## src/sv/u8d_pkg.sv

```systemverilog
`timescale 1ns / 1ps
// Package for the UTF-8 stream decoder: byte class masks, result and state types.
// No dependencies; used by every module of the decoder.
package u8d_pkg;

  localparam int CpW  = 21;
  localparam int LenW = 3;

  localparam logic [7:0] ContMask  = 8'hC0;
  localparam logic [7:0] ContCode  = 8'h80;
  localparam logic [7:0] Lead2Mask = 8'hE0;
  localparam logic [7:0] Lead2Code = 8'hC0;
  localparam logic [7:0] Lead3Mask = 8'hF0;
  localparam logic [7:0] Lead3Code = 8'hE0;
  localparam logic [7:0] Lead4Mask = 8'hF8;
  localparam logic [7:0] Lead4Code = 8'hF0;
  localparam logic [7:0] Pay2Mask  = 8'h1F;
  localparam logic [7:0] Pay3Mask  = 8'h0F;
  localparam logic [7:0] Pay4Mask  = 8'h07;
  localparam logic [7:0] PayCMask  = 8'h3F;
  localparam logic [7:0] AsciiBit  = 8'h80;

  localparam logic [LenW-1:0] Len1 = 3'd1;
  localparam logic [LenW-1:0] Len2 = 3'd2;
  localparam logic [LenW-1:0] Len3 = 3'd3;
  localparam logic [LenW-1:0] Len4 = 3'd4;

  typedef struct packed {
    logic [LenW-1:0] seq_length;
    logic [CpW-1:0]  code_point;
  } result_t;

  typedef struct packed {
    logic [CpW-1:0]  acc;
    logic [1:0]      pending;
    logic [LenW-1:0] total;
  } seq_state_t;

endpackage

```

## src/sv/u8d_core.sv

```systemverilog
`timescale 1ns / 1ps
// Decode stage: sequence state registers and per-byte decode logic.
// Depends on u8d_pkg for masks, the result type and the state type.
module u8d_core (
  input  logic            clk,
  input  logic            rst_n,
  input  logic            byte_fire,
  input  logic [7:0]      byte_in,
  input  logic            stream_end,
  output logic            res_valid,
  output u8d_pkg::result_t res
);

  u8d_pkg::seq_state_t st_r, st_nxt, lead;
  logic cont;

  always_comb begin
    cont      = (byte_in & u8d_pkg::ContMask) == u8d_pkg::ContCode;
    lead      = '0;
    res_valid = 1'b0;
    res       = '0;
    if ((byte_in & u8d_pkg::Lead2Mask) == u8d_pkg::Lead2Code) begin
      lead.acc     = u8d_pkg::CpW'(byte_in & u8d_pkg::Pay2Mask);
      lead.pending = 2'd1;
      lead.total   = u8d_pkg::Len2;
    end else if ((byte_in & u8d_pkg::Lead3Mask) == u8d_pkg::Lead3Code) begin
      lead.acc     = u8d_pkg::CpW'(byte_in & u8d_pkg::Pay3Mask);
      lead.pending = 2'd2;
      lead.total   = u8d_pkg::Len3;
    end else if ((byte_in & u8d_pkg::Lead4Mask) == u8d_pkg::Lead4Code) begin
      lead.acc     = u8d_pkg::CpW'(byte_in & u8d_pkg::Pay4Mask);
      lead.pending = 2'd3;
      lead.total   = u8d_pkg::Len4;
    end

    if (st_r.pending != 2'd0 && cont) begin
      // shift in six payload bits
      st_nxt.acc     = {st_r.acc[u8d_pkg::CpW-7:0], byte_in[5:0] & u8d_pkg::PayCMask[5:0]};
      st_nxt.pending = st_r.pending - 2'd1;
      st_nxt.total   = st_r.total;
      if (st_r.pending == 2'd1) begin
        res_valid      = 1'b1;
        res.code_point = st_nxt.acc;
        res.seq_length = st_r.total;
        st_nxt         = '0;
      end
    end else if ((byte_in & u8d_pkg::AsciiBit) == 8'h00) begin
      res_valid      = 1'b1;
      res.code_point = u8d_pkg::CpW'(byte_in);
      res.seq_length = u8d_pkg::Len1;
      st_nxt         = '0;
    end else begin
      // abandon any open sequence; drop stray continuation or invalid lead
      st_nxt = lead;
    end

    if (stream_end) st_nxt = '0;
    if (!byte_fire) begin
      st_nxt    = st_r;
      res_valid = 1'b0;
    end
  end

  always_ff @(posedge clk) begin
    if (!rst_n) begin
      st_r <= '0;
    end else begin
      st_r <= st_nxt;
    end
  end

endmodule

```

## src/sv/u8d_out_reg.sv

```systemverilog
`timescale 1ns / 1ps
// Result register with one skid entry; keeps the input side open while a single result waits.
// Depends on u8d_pkg for the result type.
module u8d_out_reg (
  input  logic             clk,
  input  logic             rst_n,
  input  logic             push,
  input  u8d_pkg::result_t push_data,
  output logic             can_accept,
  output logic             out_valid,
  input  logic             out_ready,
  output u8d_pkg::result_t out_data
);

  logic             out_v_r, out_v_nxt, skid_v_r, skid_v_nxt;
  u8d_pkg::result_t out_d_r, out_d_nxt, skid_d_r, skid_d_nxt;

  always_comb begin
    out_v_nxt  = out_v_r;
    out_d_nxt  = out_d_r;
    skid_v_nxt = skid_v_r;
    skid_d_nxt = skid_d_r;
    if (!out_v_r || out_ready) begin
      if (skid_v_r) begin
        // advance the skid entry; no push is possible while it is full
        out_v_nxt  = 1'b1;
        out_d_nxt  = skid_d_r;
        skid_v_nxt = 1'b0;
      end else begin
        out_v_nxt = push;
        out_d_nxt = push_data;
      end
    end else if (push) begin
      skid_v_nxt = 1'b1;
      skid_d_nxt = push_data;
    end
  end

  always_ff @(posedge clk) begin
    if (!rst_n) begin
      out_v_r  <= 1'b0;
      skid_v_r <= 1'b0;
    end else begin
      out_v_r  <= out_v_nxt;
      skid_v_r <= skid_v_nxt;
    end
  end

  always_ff @(posedge clk) begin
    out_d_r  <= out_d_nxt;
    skid_d_r <= skid_d_nxt;
  end

  assign can_accept = !skid_v_r;
  assign out_valid  = out_v_r;
  assign out_data   = out_d_r;

endmodule

```

## src/sv/utf8_stream_decoder.sv

```systemverilog
`timescale 1ns / 1ps
// UTF-8 stream decoder: one byte per transfer in, one code point per completed sequence out.
// A result is registered in u8d_out_reg (output register, or skid entry on a stall) before it reaches out_*.
// Throughput: one byte per cycle while in_tready is high; the skid entry in u8d_out_reg keeps in_tready high
// while a single result waits on a stalled output and drops it only while both result slots are full.
// Reset: synchronous active-low rst_n clears the open sequence and both result slots.
module utf8_stream_decoder (
  input  logic        clk,
  input  logic        rst_n,
  input  logic        in_tvalid,
  output logic        in_tready,
  input  logic [7:0]  in_tdata,   // [7:0] byte_in
  input  logic        in_tlast,   // stream_end
  output logic        out_tvalid,
  input  logic        out_tready,
  output logic [23:0] out_tdata   // [20:0] code_point, [23:21] seq_length
);

  logic             byte_fire, res_valid;
  u8d_pkg::result_t res, out_res;

  assign byte_fire = in_tvalid && in_tready;

  u8d_core u_core (
    .clk        (clk),
    .rst_n      (rst_n),
    .byte_fire  (byte_fire),
    .byte_in    (in_tdata),
    .stream_end (in_tlast),
    .res_valid  (res_valid),
    .res        (res)
  );

  u8d_out_reg u_out (
    .clk        (clk),
    .rst_n      (rst_n),
    .push       (res_valid),
    .push_data  (res),
    .can_accept (in_tready),
    .out_valid  (out_tvalid),
    .out_ready  (out_tready),
    .out_data   (out_res)
  );

  assign out_tdata = out_res;

endmodule

```

## config.mk

```make
export PLATFORM = sky130hd
export DESIGN_NAME = utf8_stream_decoder
export DESIGN_NICKNAME = d
export VERILOG_FILES = /design/src/sv/u8d_pkg.sv /design/src/sv/u8d_core.sv /design/src/sv/u8d_out_reg.sv /design/src/sv/utf8_stream_decoder.sv
export SDC_FILE = /design/constraint.sdc
export NUM_CORES = 1
export LEC_CHECK = 0
export ABC_AREA = 1
export ABC_CLOCK_PERIOD_IN_PS = 3800
export BUFFER_PORTS_ARGS = -buffer_cell sky130_fd_sc_hd__buf_2
export CELL_PAD_IN_SITES_DETAIL_PLACEMENT = 1
export CELL_PAD_IN_SITES_GLOBAL_PLACEMENT = 2
export CORE_MARGIN = 3
export CORE_UTILIZATION = 35
export DETAILED_ROUTE_END_ITERATION = 12
export GPL_TIMING_DRIVEN = 1
export MAX_ROUTING_LAYER = met4
export PLACE_DENSITY_LB_ADDON = 0.1
export SLEW_MARGIN = 15
export SYNTH_ARGS = -nofsm -noshare
export SYNTH_HDL_FRONTEND = slang
export SYNTH_SLANG_ARGS = --single-unit
```

## constraint.sdc

```tcl
create_clock -name clk -period 3.8 [get_ports clk]
set_input_delay 0.76 -clock clk [delete_from_list [all_inputs] [get_ports clk]]
set_output_delay 0.76 -clock clk [all_outputs]
set_load 0.01 [all_outputs]
```

# Yosys cells after proc, flatten, opt, wreduce, memory -nomap -nowiden
# Cells that the tools add are included.
# totals
input_bits,13
out_inout_bits,26
register_bits,70
elab_cells,44
# classes
addsub,1
mux,16
n_eq_ne,6
bitwise,2
reduce_logical,10
# ops
cell,count
24-bit two-way mux,3
20-bit two-way mux,3
22-bit two-way mux,1
10-bit two-way mux,2
9-bit two-way mux,1
8-bit zero test,1
8-bit two-way mux,1
"5-bit equality test, second input constant",1
1-bit two-way mux,5
"4-bit equality test, second input constant",1
2-bit AND reduction,2
"3-bit equality test, second input constant",1
"3-bit != test, second input constant",1
"2-bit by 1-bit equality test with 1-bit output, second input constant",1
"2-bit equality test, second input constant",1
1-bit logical AND,2
1-bit zero test,2
1-bit inverter,2
2-bit nonzero test,1
2-bit OR reduction,1
"2-bit by 1-bit subtractor with 2-bit output, second input constant",1
1-bit logical OR,1

# Logic depth before layout (Yosys ltp)
# Gate-level depths: netlist of the first run.
# logic_depth
depth_word,7
ltp_mapped,10
mapped_depth_nobuf,10

# Modules after synthesis
# From an unflattened synthesis of the first run, not the netlist that was laid out.
# hier_totals
cells_unflattened,314
hier_area_um2,2982.9
# by_module_without_submodules
module,seq_area_each_um2,instances,area_each_um2,cells_per_inst
u8d_out_reg,1481.4,1,1845.5,137
u8d_core,400.4,1,1129.8,175
utf8_stream_decoder,0.0,1,7.5,2

# Worst setup path after synthesis of the first run
# No wires, ideal clock.
# synth_timing
kind,input-to-reg
from,in out_tready
to,reg u_out.skid_d_r[0] (netlist name) (enable)
path_buffers,0
arrival_ns,2.487
setup_ns,0.405
setup_slack_ns,0.908
path_stages,3
required_ns,3.395
cell_sequence,inv_1 > nand2_1 > nor2_1
# synth_via
elab_chain_cells,3
# synth_lines
element,line,text
start: declaration,utf8_stream_decoder.sv:15,"input logic out_tready,"
1-bit logical OR,u8d_out_reg.sv:23,if (!out_v_r || out_ready) begin
1-bit inverter (no line),-,
2-bit AND reduction (no line),-,
end signal: assignment,u8d_out_reg.sv:51,skid_d_r <= skid_d_nxt;
end: declaration,u8d_out_reg.sv:16,"u8d_pkg::result_t out_d_r, out_d_nxt, skid_d_r, skid_d_nxt;"
# No other way between the ends.
# A chain may end at the register's enable or synchronous reset.

# Worst setup path in the final report of the first run
# layout_timing
from,reg u_out.skid_v_r
to,out in_tready
# layout_via
elab_chain_cells,1
# layout_lines
element,line,text
start: declaration,u8d_out_reg.sv:15,"logic out_v_r, out_v_nxt, skid_v_r, skid_v_nxt;"
start signal: assignment,u8d_out_reg.sv:45,skid_v_r <= skid_v_nxt;
1-bit zero test,u8d_out_reg.sv:54,assign can_accept = !skid_v_r;
end: declaration,utf8_stream_decoder.sv:11,"output logic in_tready,"
# No other way between the ends.

==> qor.txt, run 1 <==
Worst VDD drop: 0.158 mV
Post-route ant nets: 0
Async S/R FF share, synth: 0%
Hold-fix buffers at CTS: 0
GPL Wtd Cong: 0.797
Post-synthesis compound-gate area fraction: 6.14%
Yosys cell types: 24
Status: completed
Part of the Yosys area used for sequential elements: 63.7%
Placed insts: 446
CP endpoint: in_tready
Post_cts resized: 0
ANT cells: 0
Routed WL: 6690 um
Starting DRT DRC Count: 94
Non-Filler Instances: 462
Area delta synth->final: 17.4%
Root buf cell: clkbuf_8
Post-synthesis xor/xnor area fraction: 0%
Leak pwr: 1.52 nW
Post-synthesis mux area share: 0%
Internal Pwr Total: 1.30 mW
Clk_skew: 0.00722 ns
Power density over cell area: 481 mW/mm2
CTS tree: done
Initial Util: 37.1%
DP HPWL: 4770 um
Vias in the first global route: 2164
RR Startpoint: u_core.st_r[3]
Layout cells sized above 1: 18.9%
Post-Synth Adder-Cell Area: 0.847%
Final setup viols: 0
Antenna violations before repair: 0
Switch share: 22.3%
DIE AREA: 0.00957 mm2
Core footprint: 0.00797 mm2
EDFF count, synth: 48
Critical path, cell by cell: inv_4 > buf_4 > buf_2
Post-synthesis simple-gate area fraction: 22.7%
Dpl ws: 1.11 ns
Via count: 2154
Tmin final: 2.53 ns
Synth cell count leaders: nand2_1 (101), edfxtp_1 (48), nor2_1 (46)
Die span in x: 97.9 um
CTS Buf Count: 9
Die height: 97.9 um
Sequential Power Share: 50.0%
Syn_nets: 331
Post-CTS Setup Inserts: 0
Comb power frac: 5.5%
Cells on worst reg2reg path: 6
Wire length per cell: 14.5 um
Final Hold Viols: 0
# port buffers: 38
Slew of the pin with the lowest slew margin: 0.902 ns
Reg2reg end: u_out.skid_d_r[7]
Final setup margin: 1.27 ns
Syn Inst Count: 316
Mapped cell area: 0.00295 mm2
Largest family of logic cells by synthesized area: simple AND/OR/NAND/NOR gates
H-Tree Depth: 3
CTS clk-pin slew, worst paths: 0.08 ns
Max-slew violation count: 0
NetSw: 0.372 mW
Hold WC Path Type: flip-flop to flip-flop
Yosys top cell by area: edfxtp_1
First-pass GRT wire length: 11300 um
Critical Path End Type: output port
Max Cap Viol: 0
CP Max Fanout: 27
FP Rows: 32
Clock sink count: 70
Clock insertion delay at the later pin of the skew report: 0.35 ns
Final core occ: 43.5%
FF-to-FF setup slack: 1.33 ns
Grt total ovfl: 0
Clock share of power: 44.5%
CTS Buffer Depth: 2
Max frequency: 395 MHz
Worst Setup SP: u_out.skid_v_r
Crit path DAT: 1.77 ns
Fin crit share: 66.6%
Synth warn: 0
Yosys top cell area share: 48.8%
Filler cells: 949
Slew headroom: 39.8%
Final net count: 370
DRC: 0
CP Class: flip-flop to output port
Top post-synthesis cells by area: edfxtp_1 (49%), dfxtp_1 (15%), nand2_1 (13%)
DR vias/cell: 4.66
Global-route usage over all layers: 15.7%
DRT Pass-1 Iters: 4
Slowest stage delay, CP: 0.91 ns
Slowest-stage cell, CP: dfxtp_1
Largest net degree at the start of global routing: 29
Most frequent cell after synthesis: nand2_1
Synth Flop Type: edfxtp_1
CP Launch Type: flip-flop
Yosys reg bits: 70
Mapped Avg Cell Area: 9.34 um2
RSZ-0062 raised after global routing: false
Worst EP required: 3.04 ns
Setup TNS: 0 ns
# IOs: 39
==> critical path, delay by kind of cell (launching register included) <==
family,cells,cell delay [ns]
flops,1,0.91
buf+inv,3,0.49
==> how the worst min path moves through the flow <==
stage | startpoint | to | slack [ns] | cells after the start
after detailed placement | u_core.st_r[4] | u_core.st_r[4] | 0.46 | 2
after global routing | u_core.st_r[4] | u_core.st_r[4] | 0.52 | 2
after global placement | u_core.st_r[4] | u_core.st_r[4] | 0.46 | 2
after CTS | u_core.st_r[4] | u_core.st_r[4] | 0.47 | 2
final | u_core.st_r[4] | u_core.st_r[4] | 0.47 | 2
after floorplan | u_core.st_r[0] | u_core.st_r[0] | 0.44 | 2
==> power groups by stage <==
| stage | Sequential (mW) | Combinational (mW) | Clock [mW] |
|---|---|---|---|
| after detailed placement | 0.853 | 0.0939 | 0 |
| after global routing | 0.838 | 0.105 | 0.796 |
| after floorplan | 0.860 | 0.0484 | 0 |
| after global placement | 0.852 | 0.0930 | 0 |
| final | 0.835 | 0.0913 | 0.743 |
| after CTS | 0.835 | 0.0940 | 0.766 |
==> sequential cells by signal, summed over array words and instances, names as in the netlist <==
name             cells
u_out.out_valid      1
u_core.st_r         20
u_out.skid_v_r       1
u_out.out_data      24
u_out.skid_d_r      24
==> logic make-up (layout without fill, tap and decap cells) <==
logic type,count (synthesis),count (layout)
compound gates,36,36
flops,70,70
fa+ha+maj,2,2
simple gates,163,163
buf+inv,45,89
==> layout make-up <==
cell class / instances / area, um2 / area share [%]
Tap cell: 102 / 128 / 3.68
Sequential cell: 70 / 1880 / 54.3
Clock inverter: 7 / 120 / 3.46
Clock buffer: 9 / 124 / 3.57
Timing Repair Buffer: 41 / 213 / 6.13
Multi-Input combinational cell: 201 / 878 / 25.3
Inverter: 32 / 123 / 3.54
==> metal layers <==
layer / up-vias / part of all wire [%] / track usage [%] / wire length, um
li1: 1094 / - / - / -
met1: 999 / 50 / 21.8 / 3360
met2: 51 / 43 / 21.6 / 2870
met3: 10 / 4.8 / 3.71 / 318
met4: 0 / 2.1 / 7.14 / 143
met5: - / 0 / - / 0
==> stage by stage <==
stage	hold WS [ns]	power [mW]	cell area, um2
2_1_floorplan	0.440	0.908	2950
3_3_place_gp	0.456	0.945	3220
3_5_place_dp	0.458	0.947	3220
4_1_cts	0.471	1.70	3470
5_1_grt	0.519	1.74	3470
6_report	0.467	1.67	3470
==> layout by cell type, fill, tap and decap left out, types with 2 or more instances in the layout <==
cell / n
o21ai_0: 13
edfxtp_1: 48
bufinv_16: 3
clkbuf_8: 9
o21ai_1: 2
nand2_1: 101
a21oi_1: 20
ha_1: 2
inv_1: 27
buf_4: 3
nand3_1: 8
nor2_1: 45
nand4_1: 2
dfxtp_1: 22
inv_2: 4
inv_6: 2
buf_2: 38
No activity file was read; power rests on OpenSTA's default activity.
==> run 2, diff against run 1 <==
--- a/config.mk
+++ b/config.mk
@@ -6,7 +6,7 @@
 export NUM_CORES = 1
 export LEC_CHECK = 0
 export ABC_AREA = 1
-export ABC_CLOCK_PERIOD_IN_PS = 3800
+export ABC_CLOCK_PERIOD_IN_PS = 2600
 export BUFFER_PORTS_ARGS = -buffer_cell sky130_fd_sc_hd__buf_2
 export CELL_PAD_IN_SITES_DETAIL_PLACEMENT = 1
 export CELL_PAD_IN_SITES_GLOBAL_PLACEMENT = 2
==> constraint.sdc (replaced) <==
create_clock -name clk -period 2.6 [get_ports clk]
set_input_delay 0.52 -clock clk [delete_from_list [all_inputs] [get_ports clk]]
set_output_delay 0.52 -clock clk [all_outputs]
set_load 0.01 [all_outputs]
==> run 2 against run 1 <==
Effect of this change: global-route usage increased by 0.089 points; power increased by 42%; non-clock buffer count increased by 1; cell count increased by 0.22%; clock skew increased by 0.0023 ns; clock-buffer cell count unchanged; hold slack got worse by 0.020 ns; via count decreased by 1.1%; critical path type is now flip-flop to flip-flop; critical endpoint is now u_out.skid_d_r[8]; highest routed layer unchanged.
==> qor.txt, run 2 (same netlist as run 1, synthesis figures left out) <==
Final setup viols: 0 (unchanged)
Hold-fix buffers at CTS: 0 (unchanged)
Internal Pwr Total: 1.81 mW (was 1.30 mW)
Global-route usage over all layers: 15.8% (was 15.7%)
DRC: 0 (unchanged)
DIE AREA: 0.00957 mm2 (unchanged)
Core footprint: 0.00797 mm2 (unchanged)
Critical Path End Type: flip-flop (was output port)
Area after DPL: 0.00323 mm2 (was 0.00322 mm2)
Hold WC Path Type: input port to flip-flop (was flip-flop to flip-flop)
Final Hold Viols: 0 (unchanged)
Slew headroom: 55.2% (was 39.8%)
Power density over cell area: 685 mW/mm2 (was 481 mW/mm2)
Post-route ant nets: 0 (unchanged)
DP HPWL: 4870 um (was 4770 um)
CP Class: flip-flop to flip-flop (was flip-flop to output port)
H-Tree Depth: 3 (unchanged)
Clk_skew: 0.00954 ns (was 0.00722 ns)
Worst EP required: 2.63 ns (was 3.04 ns)
Sequential Power Share: 51.5% (was 50.0%)
Tmin final: 2.03 ns
Root buf cell: clkbuf_8 (unchanged)
Max frequency: 493 MHz
CP Launch Type: flip-flop (unchanged)
Max Cap Viol: 0 (unchanged)
Comb power frac: 5.7% (was 5.5%)
Leading cell type in the layout, fill and taps excluded: nand2_1 (unchanged)
DRT Pass-1 Iters: 4 (unchanged)
First-pass GRT wire length: 11300 um (about the same)
Antenna violations before repair: 0 (unchanged)
CTS tree: done (unchanged)
Layout cells sized above 1: 19.1% (was 18.9%)
Grt total ovfl: 0 (unchanged)
Area delta synth->final: 17.2% (was 17.4%)
Total power: 2.37 mW (was 1.67 mW)
Max-slew violation count: 0 (unchanged)
Largest net degree at the start of global routing: 29 (unchanged)
CTS clk-pin slew, worst paths: 0.09 ns (was 0.08 ns)
Most frequent cells in the layout: nand2_1 (101), edfxtp_1 (48), nor2_1 (45) (unchanged)
Switch share: 23.6% (was 22.3%)
NetSw: 0.560 mW (was 0.372 mW)
Via count: 2131 (was 2154)
# IOs: 39 (unchanged)
CTS Buf Count: 9 (unchanged)
# port buffers: 38 (unchanged)
Die height: 97.9 um (unchanged)
CTS Buffer Depth: 2 (unchanged)
Post_cts resized: 0 (unchanged)
Clock share of power: 42.8% (was 44.5%)
Crit path DAT: 2.06 ns (was 1.77 ns)
Starting DRT DRC Count: 95 (was 94)
Vias in the first global route: 2167 (was 2164)
Final core occ: 43.4% (was 43.5%)
RSZ-0062 raised after global routing: false (unchanged)
GPL Wtd Cong: 0.804 (was 0.797)
Initial Util: 37.1% (unchanged)
Clock insertion delay at the later pin of the skew report: 0.35 ns (about the same)
Die span in x: 97.9 um (unchanged)
FP Rows: 32 (unchanged)
Status: completed (unchanged)
Worst VDD drop: 0.238 mV (was 0.158 mV)
ANT cells: 0 (unchanged)
Clock sink count: 70 (unchanged)
DR vias/cell: 4.60 (was 4.66)
Slew of the pin with the lowest slew margin: 0.671 ns (was 0.902 ns)
Routed WL: 6830 um (was 6690 um)
Final net count: 371 (was 370)
Final instance area: 0.00346 mm2 (was 0.00347 mm2)
CP Max Fanout: 18 (was 27)
Post-CTS Setup Inserts: 0 (unchanged)
Wire length per cell: 14.8 um (was 14.5 um)
Setup TNS: 0 ns (unchanged)
Fin crit share: 78.1%
Leak pwr: 1.52 nW (about the same)
==> run 2: changes by cell type in the layout (fill, tap and decap cells not counted) <==
cell	previous run	this run
clkinv_4	0	1
bufinv_16	3	2
inv_8	0	1
clkinv_2	1	0
buf_4	3	4
==> run 2: final timing paths <==
path / from / endpoint / slack [ns] / cells past startpoint
max: u_core.st_r[3] / u_out.skid_d_r[8] / 0.57 / 6
max reg2reg: u_core.st_r[3] / u_out.skid_d_r[8] / 0.57 / 6
min reg2reg: u_core.st_r[2] / u_core.st_r[2] / 0.47 / 2
min: out_tready / u_out.skid_v_r / 0.45 / 4
==> run 2: stage by stage <==
stage / worst slack (ns) / hold slack, ns / cells
CTS: 0.552 / 0.446 / 463
detailed placement: 0.567 / 0.459 / 447
global placement: 0.636 / 0.457 / 447
finish: 0.570 / 0.447 / 463
floorplan: 0.329 / 0.440 / 316
global route: 0.424 / 0.450 / 463
==> run 2: routing by layer <==
layer / track usage, % / part of all wire (%) / wire length (um)
met2: 22.3 / 43 / 2950
met3: 3.86 / 3.3 / 226
met1: 22.1 / 52 / 3560
met5: - / 0 / 0
met4: 5.43 / 1.4 / 95
==> run 2: layout make-up <==
type                            count  area [um2]
Sequential cell                    70        1880
Clock inverter                      7         105
Multi-Input combinational cell    201         878
Tap cell                          102         128
Fill cell                         947        4510
Clock buffer                        9         124
Inverter                           32         123
Timing Repair Buffer               42         220
==> run 2: power by group through the flow <==
stage | Combinational, mW | Clock, mW | Sequential, mW
5_1_grt | 0.155 | 1.10 | 1.22
3_5_place_dp | 0.138 | 0 | 1.25
4_1_cts | 0.139 | 1.04 | 1.22
6_report | 0.135 | 1.01 | 1.22
3_3_place_gp | 0.137 | 0 | 1.24
2_1_floorplan | 0.0711 | 0 | 1.26
==> run 2: worst max-delay path: stages, from the launching register on <==
cell and delay (ns):
dfxtp_1 0.38, ha_1 0.38, nand4_4 0.28, nand2_1 0.18
nand2_1 0.11, nor2_2 0.11, buf_4 0.27
